===== src/design/dpb_pkg.sv =====
// Shared constants, configuration struct and reciprocal table for the
// depth pixel back-projection pipeline. No dependencies.
package dpb_pkg;

    localparam int COORD_BITS_DEF = 12;

    localparam int DEPTH_W    = 16;
    localparam int COLOR_W    = 8;
    localparam int RGB_W      = 3 * COLOR_W;
    localparam int Z_W        = 20;
    localparam int PT_W       = 25;
    localparam int CENTER_W   = 16;
    localparam int INV_W      = 24;
    localparam int INV_HALF_W = 12;
    localparam int SCALE_W    = 5;
    localparam int SUBPIX_W   = 4;
    localparam int CFG_IDX_W  = 3;
    localparam int CFG_DATA_W = 24;

    // Reciprocal of the scale, ceil(2^RECIP_SHIFT / s), exact for 16-bit coordinates
    localparam int RECIP_SHIFT = 21;
    localparam int RECIP_W     = 22;

    // Depth conversion: z = (depth * 10 * 65536 + 32767) / 65535
    localparam int DEPTH_FULL = 65535;
    localparam int Z_HALF     = 32767;

    // Projection rounding and saturation
    localparam int PROJ_SHIFT  = 16;
    localparam int ROUND_BIAS  = 134217728;
    localparam int SAT_POS_MAG = 16777215;
    localparam int SAT_NEG_MAG = 16777216;

    // Configuration register indexes
    localparam logic [CFG_IDX_W-1:0] CFG_SCALE       = 3'd0;
    localparam logic [CFG_IDX_W-1:0] CFG_COLOR_MODE  = 3'd1;
    localparam logic [CFG_IDX_W-1:0] CFG_CENTER_X    = 3'd2;
    localparam logic [CFG_IDX_W-1:0] CFG_CENTER_Y    = 3'd3;
    localparam logic [CFG_IDX_W-1:0] CFG_INV_FOCAL_X = 3'd4;
    localparam logic [CFG_IDX_W-1:0] CFG_INV_FOCAL_Y = 3'd5;

    // Reset values
    localparam logic [SCALE_W-1:0]  RST_SCALE       = 5'd1;
    localparam logic                RST_COLOR_MODE  = 1'b0;
    localparam logic [CENTER_W-1:0] RST_CENTER_X    = 16'd5112;
    localparam logic [CENTER_W-1:0] RST_CENTER_Y    = 16'd3832;
    localparam logic [INV_W-1:0]    RST_INV_FOCAL_X = 24'd31957;
    localparam logic [INV_W-1:0]    RST_INV_FOCAL_Y = 24'd31957;

    // scale holds the effective step: a written zero is seen as one
    typedef struct packed {
        logic [SCALE_W-1:0]  scale;
        logic                color_mode;
        logic [CENTER_W-1:0] center_x;
        logic [CENTER_W-1:0] center_y;
        logic [INV_W-1:0]    inv_focal_x;
        logic [INV_W-1:0]    inv_focal_y;
    } cfg_t;

    function automatic int mag_width(input int coord_bits);
        return (coord_bits + SUBPIX_W > CENTER_W) ? coord_bits + SUBPIX_W : CENTER_W;
    endfunction

    function automatic logic [RECIP_W-1:0] recip(input logic [SCALE_W-1:0] s);
        logic [RECIP_W-1:0] m;
        case (s)
            5'd2:    m = 22'd1048576;
            5'd3:    m = 22'd699051;
            5'd4:    m = 22'd524288;
            5'd5:    m = 22'd419431;
            5'd6:    m = 22'd349526;
            5'd7:    m = 22'd299594;
            5'd8:    m = 22'd262144;
            5'd9:    m = 22'd233017;
            5'd10:   m = 22'd209716;
            5'd11:   m = 22'd190651;
            5'd12:   m = 22'd174763;
            5'd13:   m = 22'd161320;
            5'd14:   m = 22'd149797;
            5'd15:   m = 22'd139811;
            5'd16:   m = 22'd131072;
            5'd17:   m = 22'd123362;
            5'd18:   m = 22'd116509;
            5'd19:   m = 22'd110377;
            5'd20:   m = 22'd104858;
            5'd21:   m = 22'd99865;
            5'd22:   m = 22'd95326;
            5'd23:   m = 22'd91181;
            5'd24:   m = 22'd87382;
            5'd25:   m = 22'd83887;
            5'd26:   m = 22'd80660;
            5'd27:   m = 22'd77673;
            5'd28:   m = 22'd74899;
            5'd29:   m = 22'd72316;
            5'd30:   m = 22'd69906;
            5'd31:   m = 22'd67651;
            default: m = 22'd2097152;
        endcase
        return m;
    endfunction

endpackage


===== src/design/dpb_out.sv =====
// Last pipeline stage: join the partial products, round, saturate and hold
// the finished point in the output register. Depends on dpb_pkg.
module dpb_out #(
    parameter int COORD_BITS = dpb_pkg::COORD_BITS_DEF
) (
    input  logic                                         clk,
    input  logic                                         rst_n,
    input  logic                                         in_valid,
    output logic                                         in_ready,
    input  logic [dpb_pkg::Z_W + dpb_pkg::mag_width(COORD_BITS)
                  + dpb_pkg::INV_HALF_W - 1:0]           hi_x,
    input  logic [dpb_pkg::Z_W + dpb_pkg::mag_width(COORD_BITS)
                  + dpb_pkg::INV_HALF_W - 1:0]           lo_x,
    input  logic [dpb_pkg::Z_W + dpb_pkg::mag_width(COORD_BITS)
                  + dpb_pkg::INV_HALF_W - 1:0]           hi_y,
    input  logic [dpb_pkg::Z_W + dpb_pkg::mag_width(COORD_BITS)
                  + dpb_pkg::INV_HALF_W - 1:0]           lo_y,
    input  logic                                         neg_x,
    input  logic                                         neg_y,
    input  logic [dpb_pkg::Z_W-1:0]                      z_in,
    input  logic [COORD_BITS-1:0]                        grid_col_in,
    input  logic [COORD_BITS-1:0]                        grid_row_in,
    input  logic [dpb_pkg::RGB_W-1:0]                    rgb_in,
    output logic                                         out_valid,
    input  logic                                         out_ready,
    output logic [dpb_pkg::PT_W-1:0]                     point_x,
    output logic [dpb_pkg::PT_W-1:0]                     point_y,
    output logic [dpb_pkg::Z_W-1:0]                      point_z,
    output logic [COORD_BITS-1:0]                        grid_col,
    output logic [COORD_BITS-1:0]                        grid_row,
    output logic [dpb_pkg::RGB_W-1:0]                    rgb
);
    import dpb_pkg::*;

    localparam int P_W = Z_W + mag_width(COORD_BITS) + INV_HALF_W;
    localparam int T_W = P_W + 1;
    localparam int R_W = T_W - PROJ_SHIFT;

    // (hi*2^12 + lo + 2^27) >> 28, then sign and clamp
    function automatic logic [PT_W-1:0] round_sat(input logic [P_W-1:0] hi,
                                                  input logic [P_W-1:0] lo,
                                                  input logic           neg);
        logic [T_W-1:0]  t;
        logic [T_W-1:0]  s;
        logic [R_W-1:0]  r;
        logic [PT_W-1:0] res;
        t = T_W'(lo) + T_W'(ROUND_BIAS);
        s = T_W'(hi) + (t >> INV_HALF_W);
        r = s[T_W-1:PROJ_SHIFT];
        if (neg)
        begin
            if (r > R_W'(SAT_NEG_MAG))
                res = {1'b1, {(PT_W - 1){1'b0}}};
            else
                res = PT_W'(0) - r[PT_W-1:0];
        end
        else
        begin
            if (r > R_W'(SAT_POS_MAG))
                res = {1'b0, {(PT_W - 1){1'b1}}};
            else
                res = r[PT_W-1:0];
        end
        return res;
    endfunction

    logic                  valid_reg;
    logic [PT_W-1:0]       x_reg, y_reg;
    logic [Z_W-1:0]        z_reg;
    logic [COORD_BITS-1:0] col_reg, row_reg;
    logic [RGB_W-1:0]      rgb_reg;

    assign in_ready = !valid_reg || out_ready;

    always_ff @(posedge clk or negedge rst_n)
    begin
        if (!rst_n)
        begin
            valid_reg <= 1'b0;
        end
        else if (in_ready)
        begin
            valid_reg <= in_valid;
        end
    end

    always_ff @(posedge clk)
    begin
        if (in_ready && in_valid)
        begin
            x_reg   <= round_sat(hi_x, lo_x, neg_x);
            y_reg   <= round_sat(hi_y, lo_y, neg_y);
            z_reg   <= z_in;
            col_reg <= grid_col_in;
            row_reg <= grid_row_in;
            rgb_reg <= rgb_in;
        end
    end

    assign out_valid = valid_reg;
    assign point_x   = x_reg;
    assign point_y   = y_reg;
    assign point_z   = z_reg;
    assign grid_col  = col_reg;
    assign grid_row  = row_reg;
    assign rgb       = rgb_reg;

endmodule


===== config.mk =====
export PLATFORM = sky130hd
export DESIGN_NAME = dpb_out
export DESIGN_NICKNAME = d
export VERILOG_FILES = /design/src/design/dpb_pkg.sv /design/src/design/dpb_out.sv
export SDC_FILE = /design/constraint.sdc
export NUM_CORES = 1
export LEC_CHECK = 0
export BUFFER_PORTS_ARGS = -buffer_cell sky130_fd_sc_hd__buf_2
export CORE_MARGIN = 2
export CORE_UTILIZATION = 45
export DETAILED_ROUTE_END_ITERATION = 6
export GPL_ROUTABILITY_DRIVEN = 0
export PLACE_DENSITY = 0.72
export SLEW_MARGIN = 0
export SYNTH_ARGS = -nofsm -noshare
export SYNTH_HDL_FRONTEND = slang
export SYNTH_SLANG_ARGS = --single-unit

===== constraint.sdc =====
create_clock -name clk -period 7 [get_ports clk]
set_input_delay 1.4 -clock clk [delete_from_list [all_inputs] [get_ports clk]]
set_output_delay 1.4 -clock clk [all_outputs]
set_load 0.01 [all_outputs]

---- Word-level counts from Yosys, hierarchy flattened ----
Index checks and enable logic that the tools add are counted.
W data, S select, Z words.
word-level totals
  bits of input ports ..................... 266
  register bits ........................... 119
operators by class
  $add $sub $neg .......................... 6
  reduce and logical (&&, ||, !) cells .... 3
  magnitude comparators ................... 4
  mux-type cells .......................... 6
operator list
  kind                      number
  $mux W25                  6
  $add A48 B28 Y49 const B  2
  $add A48 B37 Y49          2
  $gt A33 B24 Y1 const B    2
  $gt A33 B25 Y1 const B    2
  $sub A1 B25 Y25 const A   2
  $logic_and A1 B1 Y1       1
  $logic_not A1 Y1          1
  $logic_or A1 B1 Y1        1

---- Longest topological paths before layout ----
  depth in word-level cells ............... 5
  mapped depth ............................ 21

---- Worst setup path after synthesis ----
Ideal clock, no wire load.
  path type ............................... input to register
  start ................................... in lo_x[29] (netlist bit)
  end ..................................... reg x_reg[13], in the netlist point_x[13] (data pin)
  required time ........................... 6.834 ns
  slack ................................... 1.098 ns
  stages .................................. 19
  setup time .............................. 0.166 ns
  arrival ................................. 5.736 ns
  cell sequence ........................... and3_1 -> and2_1 -> nand2_1 -> or3_1 -> xnor2_1 -> ha_1 -> clkbuf_1 -> nand2_1 -> nor3_1 -> nand2_1 -> o41a_1 -> o22ai_1 -> a2bb2oi_1 -> o2111ai_1 -> nor4_1 -> o211ai_1 -> clkbuf_1 -> clkbuf_1 -> o221ai_1
on the way
  cells in the longest elaborated chain, start to end .. 5
  elaborated cells on any way between the ends .. 8
  those cells by class .................... add/sub: 3; order compare: 2; mux: 3
ends and longest elaborated chain
  what                                    line                          source
  start, declared                         dpb_out.sv:13                 + dpb_pkg::INV_HALF_W - 1:0] lo_x,
  $add A48 B28 Y49 (*)                    dpb_out.sv:47                 t = T_W'(lo) + T_W'(ROUND_BIAS);
  $add A48 B37 Y49 (*)                    dpb_out.sv:48                 s = T_W'(hi) + (t >> INV_HALF_W);
  $gt A33 B24 Y1 (tied with other cells)  dpb_out.sv:59                 if (r > R_W'(SAT_POS_MAG))
  $mux W25 (on tied branches)             dpb_out.sv:59, dpb_out.sv:52
  $mux W25 (*)                            dpb_out.sv:50                 if (neg)
  end signal, assigned                    dpb_out.sv:91                 x_reg <= round_sat(hi_x, lo_x, neg_x);
  end, declared                           dpb_out.sv:68                 logic [PT_W-1:0] x_reg, y_reg;
Mark *: on every way between the ends. The rest lies on a longest branch, timed or not.
A chain may end at the register's enable or synchronous reset.

---- Worst setup path after layout ----
  start ................................... in lo_y[32] (netlist bit)
  end ..................................... reg y_reg[5], in the netlist point_y[5] (data pin)
on the way
  cells in the longest elaborated chain, start to end .. 5
  elaborated cells on any way between the ends .. 8
  those cells by class .................... add/sub: 3; order compare: 2; mux: 3
ends and longest elaborated chain
  what                                    line                          source
  start, declared                         dpb_out.sv:17                 + dpb_pkg::INV_HALF_W - 1:0] lo_y,
  $add A48 B28 Y49 (*)                    dpb_out.sv:47
  $add A48 B37 Y49 (*)                    dpb_out.sv:48
  $gt A33 B24 Y1 (tied with other cells)  dpb_out.sv:59
  $mux W25 (on tied branches)             dpb_out.sv:59, dpb_out.sv:52
  $mux W25 (*)                            dpb_out.sv:50
  end signal, assigned                    dpb_out.sv:92                 y_reg <= round_sat(hi_y, lo_y, neg_y);
  end, declared                           dpb_out.sv:68
Marked as above.

==> results.sh <==
export IMPL_placed_area_mm2=0.01453
export IMPL_num_vias=13770
export IMPL_r2r_start="out_valid"
export IMPL_placedCellCount=2158
export IMPL_r2r_end="grid_row[0]"
export IMPL_antenna_found_initial=6
export IMPL_finClkSkew_ns=0.01018
export IMPL_seq_area_mm2=0.003568
export IMPL_postCtsHoldBufs=0
export IMPL_avgSynthCellArea_um2=8.269
export IMPL_powerDensity_mw_per_mm2=183.1
export IMPL_syn_cell_area_mm2=0.01239
export IMPL_cts_resized_gates=0
export IMPL_finalCriticalPeriod_ns=6.497
export IMPL_synth_fp_nets=1856
export IMPL_r2r_setup_slack_ns=4.70
export IMPL_stdcell_count=2194
export IMPL_clk_pin_slew_ns=0.06
export IMPL_nets=2194
export IMPL_setup_tns_ns=0
export IMPL_drc_errors=0
export IMPL_synth_adder_area_share_pct=9.293
export IMPL_muxShareOfSynthArea_pct=1.525
export IMPL_num_io_pins=386
export IMPL_path_cells="buf_2 > and3_1 > nand3_1 > inv_1 > and3_1 > nand3_1 > xnor2_1 > ha_1 > nand4_1 > nor2_1 > a22oi_1 > o21ai_0 > a221oi_1 > o211ai_1 > nand4b_1 > or4_1 > or4b_1 > a21o_1 > a211oi_1"
export IMPL_firstDrtPassIters=6
export IMPL_yosysTopAreaCell="edfxtp_1"
export IMPL_p_leak_nw=6.077
export IMPL_crit_path_end="point_y[5]"
export IMPL_multi_input_area_mm2=0.008448
export IMPL_initial_core_util_pct=45.83
export IMPL_synth_seq_cells=119
export IMPL_tightest_slew_ns=1.204
export IMPL_critical_path_class="in -> reg"
export IMPL_cts_tree="done"
export IMPL_core_area_mm2=0.02703
export IMPL_cts_buffer_depth=2
export IMPL_cts_setup_buffers=0
export IMPL_numCtsBuffers=17
export IMPL_start_kind="input port"
export IMPL_synth_edf_count=118
export IMPL_yosys_area_share_simple_pct=26.18
export IMPL_rsz0062_at_grt="false"
export IMPL_cp_max_fo=16
export IMPL_drtAntennaViolNets=0
export IMPL_cpPeakStageDelay_ns=0.55
export IMPL_synth_compound_area_share_pct=25.38
export IMPL_final_util_pct=56.00
export IMPL_synth_top_family_by_area="simple AND/OR/NAND/NOR gates"
export IMPL_io_buffer_count=361
export IMPL_fmax_mhz=153.9
export IMPL_num_fill_cells=2505
export IMPL_fin_crit_sh_pct=92.82
export IMPL_synthXorXnorAreaFrac_pct=5.798
export IMPL_drtIter0Drc=1478
export IMPL_r2r_cells=3
export IMPL_root_buffer="clkbuf_16"
export IMPL_die_y_um=169.9
export IMPL_grt_remaining_overflow=0
export IMPL_report_final_slew_viol_count=0
export IMPL_drv_cap=0
export IMPL_cp_startpoint="lo_y[32]"
export IMPL_async_flop_share_pct=0.8403
export IMPL_finalSetupViolCount=0
export IMPL_grt_pass1_wl_um=64270
export IMPL_netlist_instances=1498
export IMPL_crit_slowest_cell="or4b_1"
export IMPL_synthTopCellsByArea="edfxtp_1, ha_1, nand2_1"
export IMPL_wire_per_inst_um=19.09
export IMPL_hp_class="reg -> reg"
export IMPL_rows=60
export IMPL_dp_hpwl_um=34480
export IMPL_clock_sinks=119
export IMPL_layout_area_overhead_vs_synth_pct=22.19
export IMPL_fin_area_mm2=0.01514
export IMPL_insertion_delay_ns=0.39
export IMPL_status="finished clean"
export IMPL_slew_headroom_pct=19.49
export IMPL_wirelength_um=41880
export IMPL_grtUsageTotal_pct=27.81
export IMPL_viasPerCell=6.277
export IMPL_cts_max_level=4
export IMPL_drive_gt1_share_pct=24.34
export IMPL_yosysSeqAreaShare_pct=28.81
export IMPL_pre_cts_slack_ns=0.2321
export IMPL_yosysWarnings=0
export IMPL_worst_slack_ns=0.5026
export IMPL_finalHoldViolCount=0
export IMPL_arrival_ns=6.66
export IMPL_synth_cell_types=82
export IMPL_synth_top_cell_area_share_pct=28.61
export IMPL_grt_pass1_vias=12350
export IMPL_dieWidth_um=169.9
export IMPL_die_area_mm2=0.02887
export IMPL_ys_flop_type="edfxtp_1"
export IMPL_required_ns=7.16
export IMPL_grt_max_degree=79
export IMPL_cp_end_kind="flop"
export IMPL_peakVddDrop_mv=0.1920
-- logic make-up after synthesis --
| group | Yosys count |
|---|---|
| AOI/OAI and AO/OA | 457 |
| xor gates and xnor gates | 82 |
| adders and majority gates | 92 |
| buffers and inverters | 94 |
| DFF | 119 |
| muxes | 18 |
| and+or+nand+nor | 636 |
-- per-layer routing --
layer  wire (um)  up-vias  GRT usage, %
met5          27        -             0
met4        1437        4         11.11
li1            -     6571             -
met3        3996       94         4.465
met1       16860     6288         35.74
met2       19560      815         46.76
-- cells in the mapped netlist (all sizes together) (15+ instances only) --
| master | instances |
|---|---|
| a211oi | 40 |
| a21o | 19 |
| a21oi | 105 |
| and2 | 17 |
| and3 | 37 |
| clkbuf | 54 |
| edfxtp | 118 |
| ha | 92 |
| inv | 35 |
| nand2 | 163 |
| nand3 | 76 |
| nand4 | 70 |
| nor2 | 115 |
| nor3 | 51 |
| nor4 | 22 |
| o211ai | 19 |
| o21a | 26 |
| o21ai | 88 |
| o31ai | 15 |
| or3 | 18 |
| xnor2 | 55 |
| xor2 | 27 |
-- how the worst min path moves through the flow --
stage | slack, ns | depth (start not counted) | startpoint | end
after floorplan | 0.62 | 2 | out_valid | out_valid
after global placement | 0.51 | 2 | out_valid | out_valid
after detailed placement | 0.56 | 2 | out_valid | out_valid
after CTS | 0.58 | 2 | out_valid | out_valid
after global routing | 0.59 | 2 | out_valid | out_valid
final | 0.57 | 2 | out_valid | out_valid
-- cell type report --
class	count	area share (%)
inverters	35	0.8680
clock inverters	14	1.075
diodes	4	0.06613
multi-input cells	1285	55.82
repair buffers	378	12.95
well taps	341	2.819
clock buffers	18	2.835
flip-flops and latches	119	23.58
-- power breakdown --
part / switching, mW / total [mW] / leakage [nW] / internal (mW)
registers: 0.0146 / 0.856 / 1.14 / 0.841
logic: 0.674 / 1.06 / 4.65 / 0.384
clock network: 0.324 / 0.858 / 0.288 / 0.534
-- per-stage QoR --
stage,hold slack [ns],power (mW)
3_3_place_gp,0.5067,1.878
2_1_floorplan,0.6221,1.557
3_5_place_dp,0.5627,1.898
6_report,0.5740,2.772
4_1_cts,0.5818,2.764
5_1_grt,0.5933,2.921
-- layout by cell type, fill, tap and decap left out, drive strengths merged, types with 8 or more instances in the layout --
cell	synthesis	final
a211o	11	11
a211oi	40	40
a21o	19	19
a21oi	105	105
a221oi	13	13
a311oi	8	8
a31oi	14	14
and2	17	17
and3	37	37
and4	11	11
buf	5	378
clkbuf	54	18
edfxtp	118	118
ha	92	92
inv	35	41
mux2i	11	11
nand2	163	163
nand2b	10	10
nand3	76	76
nand4	70	70
nor2	115	115
nor3	51	51
nor3b	9	9
nor4	22	22
o211ai	19	19
o21a	26	26
o21ai	88	88
o221ai	13	13
o22ai	13	13
o31a	10	10
o31ai	15	15
or3	18	18
or4	8	8
xnor2	55	55
xor2	27	27
-- worst max-delay path: cells and delay by family --
family	cells	cell delay [ns]
xor+xnor	1	0.15
simple gates	9	2.31
compound gates	6	2.14
fa+ha+maj	1	0.42
buf+inv	2	0.21
No activity file was read; power rests on OpenSTA's default activity.
