$ cat src/design/dpb_pkg.sv
// Shared constants, configuration struct and reciprocal table for the
// depth pixel back-projection pipeline. No dependencies.
package dpb_pkg;

    localparam int COORD_BITS_DEF = 12;

    localparam int DEPTH_W    = 16;
    localparam int COLOR_W    = 8;
    localparam int RGB_W      = 3 * COLOR_W;
    localparam int Z_W        = 20;
    localparam int PT_W       = 25;
    localparam int CENTER_W   = 16;
    localparam int INV_W      = 24;
    localparam int INV_HALF_W = 12;
    localparam int SCALE_W    = 5;
    localparam int SUBPIX_W   = 4;
    localparam int CFG_IDX_W  = 3;
    localparam int CFG_DATA_W = 24;

    // Reciprocal of the scale, ceil(2^RECIP_SHIFT / s), exact for 16-bit coordinates
    localparam int RECIP_SHIFT = 21;
    localparam int RECIP_W     = 22;

    // Depth conversion: z = (depth * 10 * 65536 + 32767) / 65535
    localparam int DEPTH_FULL = 65535;
    localparam int Z_HALF     = 32767;

    // Projection rounding and saturation
    localparam int PROJ_SHIFT  = 16;
    localparam int ROUND_BIAS  = 134217728;
    localparam int SAT_POS_MAG = 16777215;
    localparam int SAT_NEG_MAG = 16777216;

    // Configuration register indexes
    localparam logic [CFG_IDX_W-1:0] CFG_SCALE       = 3'd0;
    localparam logic [CFG_IDX_W-1:0] CFG_COLOR_MODE  = 3'd1;
    localparam logic [CFG_IDX_W-1:0] CFG_CENTER_X    = 3'd2;
    localparam logic [CFG_IDX_W-1:0] CFG_CENTER_Y    = 3'd3;
    localparam logic [CFG_IDX_W-1:0] CFG_INV_FOCAL_X = 3'd4;
    localparam logic [CFG_IDX_W-1:0] CFG_INV_FOCAL_Y = 3'd5;

    // Reset values
    localparam logic [SCALE_W-1:0]  RST_SCALE       = 5'd1;
    localparam logic                RST_COLOR_MODE  = 1'b0;
    localparam logic [CENTER_W-1:0] RST_CENTER_X    = 16'd5112;
    localparam logic [CENTER_W-1:0] RST_CENTER_Y    = 16'd3832;
    localparam logic [INV_W-1:0]    RST_INV_FOCAL_X = 24'd31957;
    localparam logic [INV_W-1:0]    RST_INV_FOCAL_Y = 24'd31957;

    // scale holds the effective step: a written zero is seen as one
    typedef struct packed {
        logic [SCALE_W-1:0]  scale;
        logic                color_mode;
        logic [CENTER_W-1:0] center_x;
        logic [CENTER_W-1:0] center_y;
        logic [INV_W-1:0]    inv_focal_x;
        logic [INV_W-1:0]    inv_focal_y;
    } cfg_t;

    function automatic int mag_width(input int coord_bits);
        return (coord_bits + SUBPIX_W > CENTER_W) ? coord_bits + SUBPIX_W : CENTER_W;
    endfunction

    function automatic logic [RECIP_W-1:0] recip(input logic [SCALE_W-1:0] s);
        logic [RECIP_W-1:0] m;
        case (s)
            5'd2:    m = 22'd1048576;
            5'd3:    m = 22'd699051;
            5'd4:    m = 22'd524288;
            5'd5:    m = 22'd419431;
            5'd6:    m = 22'd349526;
            5'd7:    m = 22'd299594;
            5'd8:    m = 22'd262144;
            5'd9:    m = 22'd233017;
            5'd10:   m = 22'd209716;
            5'd11:   m = 22'd190651;
            5'd12:   m = 22'd174763;
            5'd13:   m = 22'd161320;
            5'd14:   m = 22'd149797;
            5'd15:   m = 22'd139811;
            5'd16:   m = 22'd131072;
            5'd17:   m = 22'd123362;
            5'd18:   m = 22'd116509;
            5'd19:   m = 22'd110377;
            5'd20:   m = 22'd104858;
            5'd21:   m = 22'd99865;
            5'd22:   m = 22'd95326;
            5'd23:   m = 22'd91181;
            5'd24:   m = 22'd87382;
            5'd25:   m = 22'd83887;
            5'd26:   m = 22'd80660;
            5'd27:   m = 22'd77673;
            5'd28:   m = 22'd74899;
            5'd29:   m = 22'd72316;
            5'd30:   m = 22'd69906;
            5'd31:   m = 22'd67651;
            default: m = 22'd2097152;
        endcase
        return m;
    endfunction

endpackage

$ cat src/design/dpb_front.sv
// First pipeline stage: depth to meters, offsets from the principal point,
// grid quotient by reciprocal multiply. Depends on dpb_pkg.
module dpb_front #(
    parameter int COORD_BITS = dpb_pkg::COORD_BITS_DEF
) (
    input  logic                                         clk,
    input  logic                                         rst_n,
    input  dpb_pkg::cfg_t                                cfg,
    input  logic                                         in_valid,
    output logic                                         in_ready,
    input  logic [dpb_pkg::DEPTH_W-1:0]                  depth,
    input  logic [COORD_BITS-1:0]                        pixel_col,
    input  logic [COORD_BITS-1:0]                        pixel_row,
    input  logic [dpb_pkg::RGB_W-1:0]                    rgb_in,
    output logic                                         out_valid,
    input  logic                                         out_ready,
    output logic [dpb_pkg::Z_W-1:0]                      z,
    output logic [dpb_pkg::mag_width(COORD_BITS)-1:0]    mag_x,
    output logic                                         neg_x,
    output logic [dpb_pkg::mag_width(COORD_BITS)-1:0]    mag_y,
    output logic                                         neg_y,
    output logic [COORD_BITS-1:0]                        quot_col,
    output logic [COORD_BITS-1:0]                        quot_row,
    output logic [COORD_BITS-1:0]                        col,
    output logic [COORD_BITS-1:0]                        row,
    output logic [dpb_pkg::RGB_W-1:0]                    rgb
);
    import dpb_pkg::*;

    localparam int MAG_W  = mag_width(COORD_BITS);
    localparam int POS_W  = COORD_BITS + SUBPIX_W;
    localparam int PROD_W = COORD_BITS + RECIP_W;

    logic [Z_W-1:0]       d10;
    logic [Z_W-1:0]       biased;
    logic [DEPTH_W:0]     fold_sum;
    logic [Z_W-1:0]       z_next;
    logic [POS_W-1:0]     pos_x;
    logic [POS_W-1:0]     pos_y;
    logic [MAG_W-1:0]     px, py, cx, cy;
    logic                 neg_x_next, neg_y_next;
    logic [MAG_W-1:0]     mag_x_next, mag_y_next;
    logic [RECIP_W-1:0]   recip_s;
    logic [PROD_W-1:0]    col_prod, row_prod;
    logic [RGB_W-1:0]     rgb_next;

    logic                 valid_reg;
    logic [Z_W-1:0]       z_reg;
    logic [MAG_W-1:0]     mag_x_reg, mag_y_reg;
    logic                 neg_x_reg, neg_y_reg;
    logic [COORD_BITS-1:0] quot_col_reg, quot_row_reg, col_reg, row_reg;
    logic [RGB_W-1:0]     rgb_reg;

    // Split depth*10*65536 into depth*10*65535 + depth*10; the remainder
    // divide by 65535 then folds to one compare.
    always_comb
    begin
        d10      = Z_W'({depth, 3'b000}) + Z_W'({depth, 1'b0});
        biased   = d10 + Z_W'(Z_HALF);
        fold_sum = (DEPTH_W + 1)'(biased[Z_W-1:DEPTH_W]) + (DEPTH_W + 1)'(biased[DEPTH_W-1:0]);
        z_next   = d10 + Z_W'(biased[Z_W-1:DEPTH_W])
                 + Z_W'(fold_sum >= (DEPTH_W + 1)'(DEPTH_FULL));
    end

    always_comb
    begin
        pos_x      = {pixel_col, {SUBPIX_W{1'b0}}};
        pos_y      = {pixel_row, {SUBPIX_W{1'b0}}};
        px         = MAG_W'(pos_x);
        py         = MAG_W'(pos_y);
        cx         = MAG_W'(cfg.center_x);
        cy         = MAG_W'(cfg.center_y);
        neg_x_next = px < cx;
        neg_y_next = py < cy;
        mag_x_next = neg_x_next ? (cx - px) : (px - cx);
        mag_y_next = neg_y_next ? (cy - py) : (py - cy);
    end

    always_comb
    begin
        recip_s  = recip(cfg.scale);
        col_prod = PROD_W'(pixel_col) * PROD_W'(recip_s);
        row_prod = PROD_W'(pixel_row) * PROD_W'(recip_s);
        rgb_next = cfg.color_mode ? rgb_in : '0;
    end

    assign in_ready = !valid_reg || out_ready;

    always_ff @(posedge clk or negedge rst_n)
    begin
        if (!rst_n)
        begin
            valid_reg <= 1'b0;
        end
        else if (in_ready)
        begin
            valid_reg <= in_valid;
        end
    end

    always_ff @(posedge clk)
    begin
        if (in_ready && in_valid)
        begin
            z_reg        <= z_next;
            mag_x_reg    <= mag_x_next;
            mag_y_reg    <= mag_y_next;
            neg_x_reg    <= neg_x_next;
            neg_y_reg    <= neg_y_next;
            quot_col_reg <= col_prod[RECIP_SHIFT +: COORD_BITS];
            quot_row_reg <= row_prod[RECIP_SHIFT +: COORD_BITS];
            col_reg      <= pixel_col;
            row_reg      <= pixel_row;
            rgb_reg      <= rgb_next;
        end
    end

    assign out_valid = valid_reg;
    assign z         = z_reg;
    assign mag_x     = mag_x_reg;
    assign mag_y     = mag_y_reg;
    assign neg_x     = neg_x_reg;
    assign neg_y     = neg_y_reg;
    assign quot_col  = quot_col_reg;
    assign quot_row  = quot_row_reg;
    assign col       = col_reg;
    assign row       = row_reg;
    assign rgb       = rgb_reg;

endmodule

$ cat config.mk
export PLATFORM = sky130hd
export DESIGN_NAME = dpb_front
export DESIGN_NICKNAME = d
export VERILOG_FILES = /design/src/design/dpb_pkg.sv /design/src/design/dpb_front.sv
export SDC_FILE = /design/constraint.sdc
export NUM_CORES = 1
export LEC_CHECK = 0
export BUFFER_PORTS_ARGS = -buffer_cell sky130_fd_sc_hd__buf_2
export CAP_MARGIN = 20
export CORE_ASPECT_RATIO = 1.5
export CORE_MARGIN = 2
export CORE_UTILIZATION = 55
export DETAILED_ROUTE_END_ITERATION = 8
export GPL_ROUTABILITY_DRIVEN = 0
export PLACE_DENSITY_LB_ADDON = 0.12
export SLEW_MARGIN = 30
export SYNTH_ARGS = -nofsm -noshare
export SYNTH_HDL_FRONTEND = slang
export SYNTH_SLANG_ARGS = --single-unit
$ cat constraint.sdc
create_clock -name clk -period 3.5 [get_ports clk]
set_input_delay 0.7 -clock clk [delete_from_list [all_inputs] [get_ports clk]]
set_output_delay 0.7 -clock clk [all_outputs]
set_load 0.02 [all_outputs]
* Yosys cells after proc, flatten, opt, wreduce, memory -nomap -nowiden
Memories as Yosys holds them, arrays and structs flattened. Index checks and enable logic that the tools add are counted.
Cells by class: mux-type cells 2, $lt $le $gt $ge 3, reduce and logical (&&, ||, !) cells 3, add/subtract/negate cells 9, $mul 2
Operators by type and width (number):
- $mul 12x22->33 | 2
- $sub 16x16->16 | 4
- $lt 16x16->1 | 2
- $mux 16 | 2
- $add 19x17->20 | 1
- $add 20x1->20 | 1
- $add 20x15->20 const B | 1
- $add 20x4->20 | 1
- $add 4x16->17 | 1
- $ge 17x16->1 const B | 1
- $logic_and 1x1->1 | 1
- $logic_not 1->1 | 1
- $logic_or 1x1->1 | 1
Storage, ports and cells: bits of input ports 154, output and inout port bits 128, flip-flop bits (word level) 127, bits in read-only memories 704, word-level logic and storage cells 31, memories 1
Memories:
- (name not given) | words 32, width 22, rd ports 1, clocked after Yosys merged registers in 0, write ports 0, RTL line dpb_pkg.sv:66 | case (s)

* Logic depth before layout (Yosys ltp)
Gate-level depths: netlist of the first run.
depth after elaboration 5, depth in mapped cells 35, mapped depth without buffers 35

* Worst setup path after synthesis of the first run
No wires, ideal clock.
path kind input port to flip-flop, start point input port cfg[82] (netlist bit), end point register quot_col_reg[11] (netlist: quot_col[11]), data pin, buffers on the path 3, path slack -4.131 ns, stages 25, library setup time 0.266 ns, arrival time 7.365 ns, data required time 3.234 ns, cells stage by stage clkbuf_1 -> inv_1 -> ha_1 -> nand2b_1 -> clkbuf_1 -> a221oi_1 -> clkbuf_1 -> nand2_1 -> fa_1 -> fa_1 -> fa_1 -> fa_1 -> inv_1 -> fa_1 -> ha_1 -> a21o_1 -> a21o_1 -> a221o_1 -> a221o_1 -> nand2_1 -> a41oi_1 -> a311oi_1 -> nor2_1 -> o41ai_1 -> xnor2_1
Between the ends: cells in the longest elaborated chain, start to end 2
RTL lines:
- start, declared | RTL line dpb_front.sv:8 | input dpb_pkg::cfg_t cfg,
- $mem_v2 32x22
- $mul 12x22->33 | RTL line dpb_front.sv:82 | col_prod = PROD_W'(pixel_col) * PROD_W'(recip_s);
- via col_prod[32] | RTL line dpb_front.sv:44 | logic [PROD_W-1:0] col_prod, row_prod;
- end signal, assigned | RTL line dpb_front.sv:110 | quot_col_reg <= col_prod[RECIP_SHIFT +: COORD_BITS];
- end, declared | RTL line dpb_front.sv:51 | logic [COORD_BITS-1:0] quot_col_reg, quot_row_reg, col_reg, row_reg;
The timed path passes the listed nets, and every way through them passes these cells. A chain may end at the register's enable or synchronous reset.

* Worst setup path in the final report of the first run
start point input port cfg[81] (netlist bit), end point register quot_col_reg[11] (netlist: quot_col[11]), data pin
Same word-level chain as after synthesis.

==> implementation parameters, run 1 <==
Parameter                              Value

Floorplanning
  Core region area    0.04294 mm²
  Initial Utilization    55.79%
  Full die area    0.04528 mm²
  Height of the die    259.6 µm
  # rows    93
  Number of ports placed on the die boundary    282
  Width of the die    174.4 µm

Placed design
  Total of buffers placed on input and output ports    233
  Number of cells in the design after placement    3816
  Total half-perimeter wirelength after legalization and detailed placement    58.15 mm

Clock tree
  Total number of H-tree levels    4
  Clock-pin slew on the worst setup and hold paths    0.08 ns
  TritonCTS buffer count    17
  TritonCTS clock tree    built
  Clock insertion delay at the later pin of the skew report    0.45 ns
  Clock root buffer    sky130_fd_sc_hd__clkbuf_16
  CTS max path bufs    2
  CTS sink cnt    127

Drt
  DR iter-0 viols    1229
  DRC violations left    0
  Detailed-routing iteration count for the pre-antenna-repair pass    5
  Detailed-route wire length    70.88 mm
  Via count of the routed design    21518
  Drt wl/cell    18.17 µm
  Detailed-route vias per instance    5.516
  Number of routed nets with antenna violations    0

Synthesis
  Number of synthesis warnings    0
  Share of Yosys cell area claimed by the top area cell type    33.51%
  Synthesized area per cell    9.064 µm²
  Cell count after synthesis    2643
  Part of the Yosys area used for sequential elements    15.90%
  Count of flip-flops with a built-in enable after synthesis    126
  Post-synthesis cell type count    83
  Cell type contributing the most total cell area after synthesis    sky130_fd_sc_hd__fa_1
  Top cells by area in the synthesized netlist    sky130_fd_sc_hd__fa_1, sky130_fd_sc_hd__edfxtp_1, sky130_fd_sc_hd__ha_1, sky130_fd_sc_hd__inv_1, sky130_fd_sc_hd__nand2_1
  Number of synthesized register bits    127
  Primary flip-flop cell chosen by synthesis mapping    sky130_fd_sc_hd__edfxtp_1
  Proportion of synthesized flip-flops having asynchronous set or reset    0.7874%
  Cell area after synthesis    0.02396 mm²
  Number of nets in the synthesized netlist    3405

Worst setup path
  Maximum fanout along the worst path    7
  Kind of capture point of the worst setup path    flop
  Setup crit start kind    input port
  Critical Setup Path Class    in -> reg
  Count of buffer and inverter cells on the critical path    5
  Worst path slowest cell    sky130_fd_sc_hd__fa_1
  Maximum single-stage delay on the critical path    0.56 ns
  Most Frequent Cell on Critical Path    sky130_fd_sc_hd__fa_1
  CP Data Arrival Time    7.16 ns
  Dominant delay contributor by cell family on the critical path    adder cells
  Critical path required time    3.70 ns

Pwr
  Power per unit of standard cell area    678.4 mW/mm²
  Leakage power    15.42 nW
  Worst supply voltage drop on vdd    0.9789 mV
  Total power    21.39 mW

Outcome
  Violations in the final reports    negative setup slack
  Run status    finished with violations

Timing
  Final period utilization    198.8%
  PnR worst setup slack    -3.459 ns
  Worst slew pin tran    0.5769 ns
  WHS    0.4541 ns
  Max-slew violation total from the final report    0
  Fmax    143.7 MHz
  Setup TNS    -128.79 ns
  Post-layout min period    6.959 ns
  Final number of setup-violating endpoints    44
  Unrepaired setup endpoints after global routing    yes
  Setup clock skew after layout    0.01606 ns
  Worst slew margin relative to its limit    61.37%
  Fin. Hold Viols    0

Layout
  Area growth from synthesis to layout    31.63%
  Total inserted antenna cells    0
  Max reg flops    24
  Total of fill cells in the finished design    3185
  Core occupancy in the finished layout    73.44%
  Share of post-route cells with drive strength above 1    30.71%
  Non-filler instance count after layout    3901
  Nets@finish    4080

Global route
  Pin count of the biggest net entering global routing    48
  Overall overflow remaining after global route    0
  Vias in the first global route    23022
  First-pass GRT wire length    112.5 mm
  GRT Resource Usage Total    31.55%
  Number of antenna violations at the first check in global routing    1

Min path
  Class of the tightest hold or removal check    in -> reg

Run
  Max-cap viol count    0
==> cells in the mapped netlist, types with 5 or more instances <==
cell,count
sky130_fd_sc_hd__edfxtp_1,126
sky130_fd_sc_hd__nor2b_1,20
sky130_fd_sc_hd__a21oi_1,78
sky130_fd_sc_hd__nor2_1,108
sky130_fd_sc_hd__a211oi_1,12
sky130_fd_sc_hd__a21o_1,31
sky130_fd_sc_hd__fa_1,401
sky130_fd_sc_hd__a21boi_0,7
sky130_fd_sc_hd__and3_1,13
sky130_fd_sc_hd__or2_2,5
sky130_fd_sc_hd__ha_1,207
sky130_fd_sc_hd__xor2_1,41
sky130_fd_sc_hd__o21ai_0,56
sky130_fd_sc_hd__inv_1,467
sky130_fd_sc_hd__xnor2_1,54
sky130_fd_sc_hd__o31ai_1,8
sky130_fd_sc_hd__a31oi_1,23
sky130_fd_sc_hd__o21ai_1,6
sky130_fd_sc_hd__nand4_1,7
sky130_fd_sc_hd__or3_1,8
sky130_fd_sc_hd__and2_1,146
sky130_fd_sc_hd__nor4_1,15
sky130_fd_sc_hd__o21bai_1,12
sky130_fd_sc_hd__nand3b_1,5
sky130_fd_sc_hd__clkbuf_1,116
sky130_fd_sc_hd__o21a_1,15
sky130_fd_sc_hd__o211ai_1,17
sky130_fd_sc_hd__mux2i_1,13
sky130_fd_sc_hd__nand2_1,443
sky130_fd_sc_hd__nand3_1,28
sky130_fd_sc_hd__nor3_1,38
sky130_fd_sc_hd__or4_1,5
sky130_fd_sc_hd__nand2b_1,17
==> per-stage QoR <==
step | cell area [µm²] | setup slack, ns
3_3_place_gp | 29540 | -3.952
5_1_grt | 31540 | -3.683
2_1_floorplan | 24380 | -3.371
3_5_place_dp | 29540 | -4.023
4_1_cts | 31010 | -3.216
6_report | 31540 | -3.459
==> timing repair <==
item                                    4_1_cts  5_1_grt
pin swaps                                    88       85
cloned                                        0        0
gates resized for setup                     140       87
endpoints found under the hold margin         1        0
endpoints found under the setup margin       46       48
hold buffers                                  1        0
buffers inserted                             39       20
==> path summary, 6_finish.rpt <==
check	startpoint	to	slack, ns	cells after the start
max in group asynchronous	rst_n	out_valid	2.85	2
worst max register to register	out_valid	z[2]	1.78	3
min in group asynchronous	rst_n	out_valid	0.56	2
worst min register to register	out_valid	out_valid	0.55	2
worst min-delay path	cfg[64]	mag_x[0]	0.45	1
worst max-delay path	cfg[81]	quot_col[11]	-3.46	26
==> cell families after synthesis <==
family	share of synthesized area (%)
multiplexers	0.7312
AND/OR/NAND/NOR	16.98
adder cells (fa/ha/maj)	44.32
AO/OA/AOI/OAI	9.135
flip-flops	15.90
buffers and inverters	9.396
XOR/XNOR	3.541
==> cell usage in the layout (no fill, tap or decap), types with 24 or more instances in the layout <==
cell type                  synthesis  final
sky130_fd_sc_hd__xor2_1           41     37
sky130_fd_sc_hd__a21oi_1          78     60
sky130_fd_sc_hd__xnor2_1          54     46
sky130_fd_sc_hd__o21ai_0          56     38
sky130_fd_sc_hd__ha_1            207    179
sky130_fd_sc_hd__nor2_1          108     97
sky130_fd_sc_hd__fa_1            401    385
sky130_fd_sc_hd__a21o_1           31     29
sky130_fd_sc_hd__ha_4              0     24
sky130_fd_sc_hd__inv_1           467    455
sky130_fd_sc_hd__nand3_1          28     25
sky130_fd_sc_hd__nand2_1         443    432
sky130_fd_sc_hd__buf_4             1    502
sky130_fd_sc_hd__edfxtp_1        126    126
sky130_fd_sc_hd__buf_6             2     40
sky130_fd_sc_hd__nor3_1           38     26
sky130_fd_sc_hd__buf_2             2    224
sky130_fd_sc_hd__and2_1          146    140
==> power by group <==
part	internal, mW	switching (mW)	total [mW]	leakage (nW)
clock network	0.947	0.931	1.88	0.280
registers	2.21	0.0534	2.26	1.22
logic	8.42	8.84	17.3	13.9
total	11.6	9.82	21.4	15.4
==> per-layer routing <==
layer  share of wire, %  vias up  track usage [%]
li1                   -     9720                -
met1                 35    10699            34.83
met2                 54      838            59.70
met3                5.4      259            3.289
met4                5.3        2            16.11
met5              0.018        -                0
==> cell type report <==
| cell class | instances | area (µm²) | share of cell area, % |
|---|---|---|---|
| clock buffer | 17 | 425.4 | 1.349 |
| clock inverter | 15 | 148.9 | 0.4721 |
| inverter | 469 | 1773 | 5.622 |
| multi-input combinational | 1922 | 19060 | 60.45 |
| sequential | 127 | 3809 | 12.08 |
| tap | 570 | 713.2 | 2.262 |
| timing repair buffer | 781 | 5603 | 17.77 |
No activity file was read; power rests on OpenSTA's default activity.
==> inputs of run 2 (changes only) <==
--- a/config.mk
+++ b/config.mk
@@ -5,7 +5,7 @@
 export SDC_FILE = /design/constraint.sdc
 export NUM_CORES = 1
 export LEC_CHECK = 0
-export BUFFER_PORTS_ARGS = -buffer_cell sky130_fd_sc_hd__buf_2
+export BUFFER_PORTS_ARGS = -buffer_cell sky130_fd_sc_hd__buf_4
 export CAP_MARGIN = 20
 export CORE_ASPECT_RATIO = 1.5
 export CORE_MARGIN = 2
@@ -13,7 +13,7 @@
 export DETAILED_ROUTE_END_ITERATION = 8
 export GPL_ROUTABILITY_DRIVEN = 0
 export PLACE_DENSITY_LB_ADDON = 0.12
-export SLEW_MARGIN = 30
+export SLEW_MARGIN = 20
 export SYNTH_ARGS = -nofsm -noshare
 export SYNTH_HDL_FRONTEND = slang
 export SYNTH_SLANG_ARGS = --single-unit
==> implementation parameters, run 2 (synthesized netlist as in run 1, its figures left out) <==
Parameter                              Value

Pwr
  Leakage power    15.62 nW (+1.3%)
  Worst supply voltage drop on vdd    0.8129 mV (-17%)
  Total power    20.92 mW (-2.2%)
  Power per unit of standard cell area    652.5 mW/mm² (-3.8%)

Placed design
  Total of buffers placed on input and output ports    233 (unchanged)
  Dpl cell area    0.03002 mm² (+1.6%)
  Total half-perimeter wirelength after legalization and detailed placement    57.96 mm (-0.33%)

Timing
  PnR worst setup slack    -3.413 ns (+0.04616 ns)
  Worst slew pin tran    0.5445 ns (-0.03239 ns)
  Max-slew violation total from the final report    0 (unchanged)
  Final number of setup-violating endpoints    44 (unchanged)
  Post-layout min period    6.913 ns (-0.04616 ns)
  Fin. Hold Viols    0 (unchanged)
  Unrepaired setup endpoints after global routing    yes
  Worst slew margin relative to its limit    63.70% (+2.3 points)
  Fmax    144.7 MHz (+0.67%)
  WHS    0.4290 ns (-0.02508 ns)
  Final period utilization    197.5% (-1.3 points)
  Setup clock skew after layout    0.01456 ns (-0.001500 ns)

Floorplanning
  # rows    93 (unchanged)
  Width of the die    174.4 µm (unchanged)
  Height of the die    259.6 µm (unchanged)
  Initial Utilization    55.79% (unchanged)
  Full die area    0.04528 mm² (unchanged)
  Core region area    0.04294 mm² (unchanged)
  Number of ports placed on the die boundary    282 (unchanged)

Drt
  Number of routed nets with antenna violations    0 (unchanged)
  Drt wl/cell    18.23 µm (+0.33%)
  Via count of the routed design    21471 (-0.22%)
  Detailed-route wire length    71.07 mm (+0.27%)
  DR iter-0 viols    1429 (+16%)
  Detailed-route vias per instance    5.507 (-0.17%)
  Detailed-routing iteration count for the pre-antenna-repair pass    8 (+3)
  DRC violations left    0 (unchanged)

Worst setup path
  CP Data Arrival Time    7.13 ns (-0.03 ns)
  Most Frequent Cell on Critical Path    sky130_fd_sc_hd__fa_1
  Number of cells on the critical path    29 (+12%)
  Count of buffer and inverter cells on the critical path    7 (+2)
  Worst path slowest cell    sky130_fd_sc_hd__fa_1
  Worst Reg-to-Reg Cells    3 (unchanged)
  Dominant delay contributor by cell family on the critical path    adder cells
  Critical path required time    3.72 ns (+0.02 ns)
  Critical Setup Path Class    in -> reg
  Setup crit start kind    input port
  Startpoint of the most critical setup path    cfg[81]
  Reg-to-Reg End    quot_row[8]
  Maximum single-stage delay on the critical path    0.52 ns (-0.04 ns)
  Worst flop-to-flop path startpoint    out_valid
  Maximum fanout along the worst path    5 (-2)
  Kind of capture point of the worst setup path    flop
  Register-to-register setup slack    1.71 ns (-0.07 ns)
  Worst setup path endpoint    quot_col[11]

Clock tree
  CTS sink cnt    127 (unchanged)
  Total number of H-tree levels    4 (unchanged)
  Clock-pin slew on the worst setup and hold paths    0.08 ns (about the same)
  TritonCTS clock tree    built
  Clock root buffer    sky130_fd_sc_hd__clkbuf_16
  TritonCTS buffer count    17 (unchanged)
  CTS max path bufs    2 (unchanged)
  Clock insertion delay at the later pin of the skew report    0.46 ns (about the same)

Run
  Max-cap viol count    0 (unchanged)

Layout
  Area growth from synthesis to layout    33.81%
  Share of post-route cells with drive strength above 1    30.34% (-0.37 points)
  Max reg flops    24 (unchanged)
  Cell area after layout    0.03206 mm² (+1.7%)
  Nets@finish    4078 (-0.049%)
  Commonest cells after routing, fill and taps aside    sky130_fd_sc_hd__buf_4, sky130_fd_sc_hd__inv_1, sky130_fd_sc_hd__nand2_1, sky130_fd_sc_hd__fa_1, sky130_fd_sc_hd__ha_1
  Most frequent standard cell in the layout excluding fill and tap cells    sky130_fd_sc_hd__buf_4
  Total inserted antenna cells    0 (unchanged)

Min path
  Class of the tightest hold or removal check    in -> reg

Outcome
  Run status    finished with violations
  Violations in the final reports    negative setup slack

Global route
  Vias in the first global route    22831 (-0.83%)
  GRT Resource Usage Total    31.73% (+0.17 points)
  Pin count of the biggest net entering global routing    47 (-2.1%)
  First-pass GRT wire length    112.5 mm (about the same)
  Overall overflow remaining after global route    0 (unchanged)
  Number of antenna violations at the first check in global routing    0 (-1)
[run 2: changes by cell type in the layout (fill, tap and decap cells not counted), moves of 5 or more]
| cell | before | now |
|---|---|---|
| sky130_fd_sc_hd__buf_4 | 502 | 726 |
| sky130_fd_sc_hd__buf_6 | 40 | 34 |
| sky130_fd_sc_hd__fa_2 | 16 | 21 |
| sky130_fd_sc_hd__fa_1 | 385 | 380 |
| sky130_fd_sc_hd__buf_2 | 224 | 1 |
[run 2: routing by layer]
layer  GRT usage (%)  part of all wire [%]
met5               0                     0
met1           34.75                    35
met3           3.757                   5.3
met4           16.99                   5.8
met2           59.62                    54
[run 2: power by group]
part | internal [mW] | switching (mW)
clock network | 0.959 | 0.923
logic | 8.22 | 8.54
registers | 2.21 | 0.0643
[run 2: area by class of cell]
type,count,area (µm²)
clock buffers,17,425.4
clock inverters,15,160.2
fillers,3068,10880
inverters,469,1772
multi-input cells,1922,19020
flip-flops and latches,127,3809
well taps,570,713.2
repair buffers,779,6153
[run 2: worst min-delay path by stage]
stage | startpoint | end | slack, ns | depth (start not counted)
5_1_grt | cfg[64] | mag_x[0] | 0.42 | 1
2_1_floorplan | rst_n | out_valid | 0.40 | 0
6_report | cfg[64] | mag_x[0] | 0.43 | 1
3_3_place_gp | rst_n | out_valid | 0.48 | 1
3_5_place_dp | rst_n | out_valid | 0.48 | 1
4_1_cts | cfg[64] | mag_x[0] | 0.42 | 1
[run 2: worst reg2reg max path, stage by stage, from the launching register on]
cell and delay (ns):
sky130_fd_sc_hd__dfrtp_1 0.38, sky130_fd_sc_hd__nand2b_1 0.12, sky130_fd_sc_hd__and2_4 0.51, sky130_fd_sc_hd__buf_4 0.43
[run 2: stage by stage]
step                      TNS (ns)  util (%)  instances  setup slack (ns)
after floorplan            -126.46         -       2643            -3.371
after global placement     -152.22     69.92       3807            -3.813
after detailed placement   -161.59     69.92       3807            -3.948
after CTS                  -127.06     73.04       3870            -3.257
after global routing       -141.35     74.66       3899            -3.602
final                      -130.92     74.66       3899            -3.413
[run 2: repair_timing]
| action | in CTS | in global routing |
|---|---|---|
| gates resized for setup | 107 | 107 |
| pin swaps | 75 | 75 |
| setup buffers | 32 | 31 |
| hold buffers | 1 | 0 |
| gates cloned | 0 | 1 |
| endpoints found under the setup margin | 46 | 46 |
| endpoints found under the hold margin | 1 | 0 |
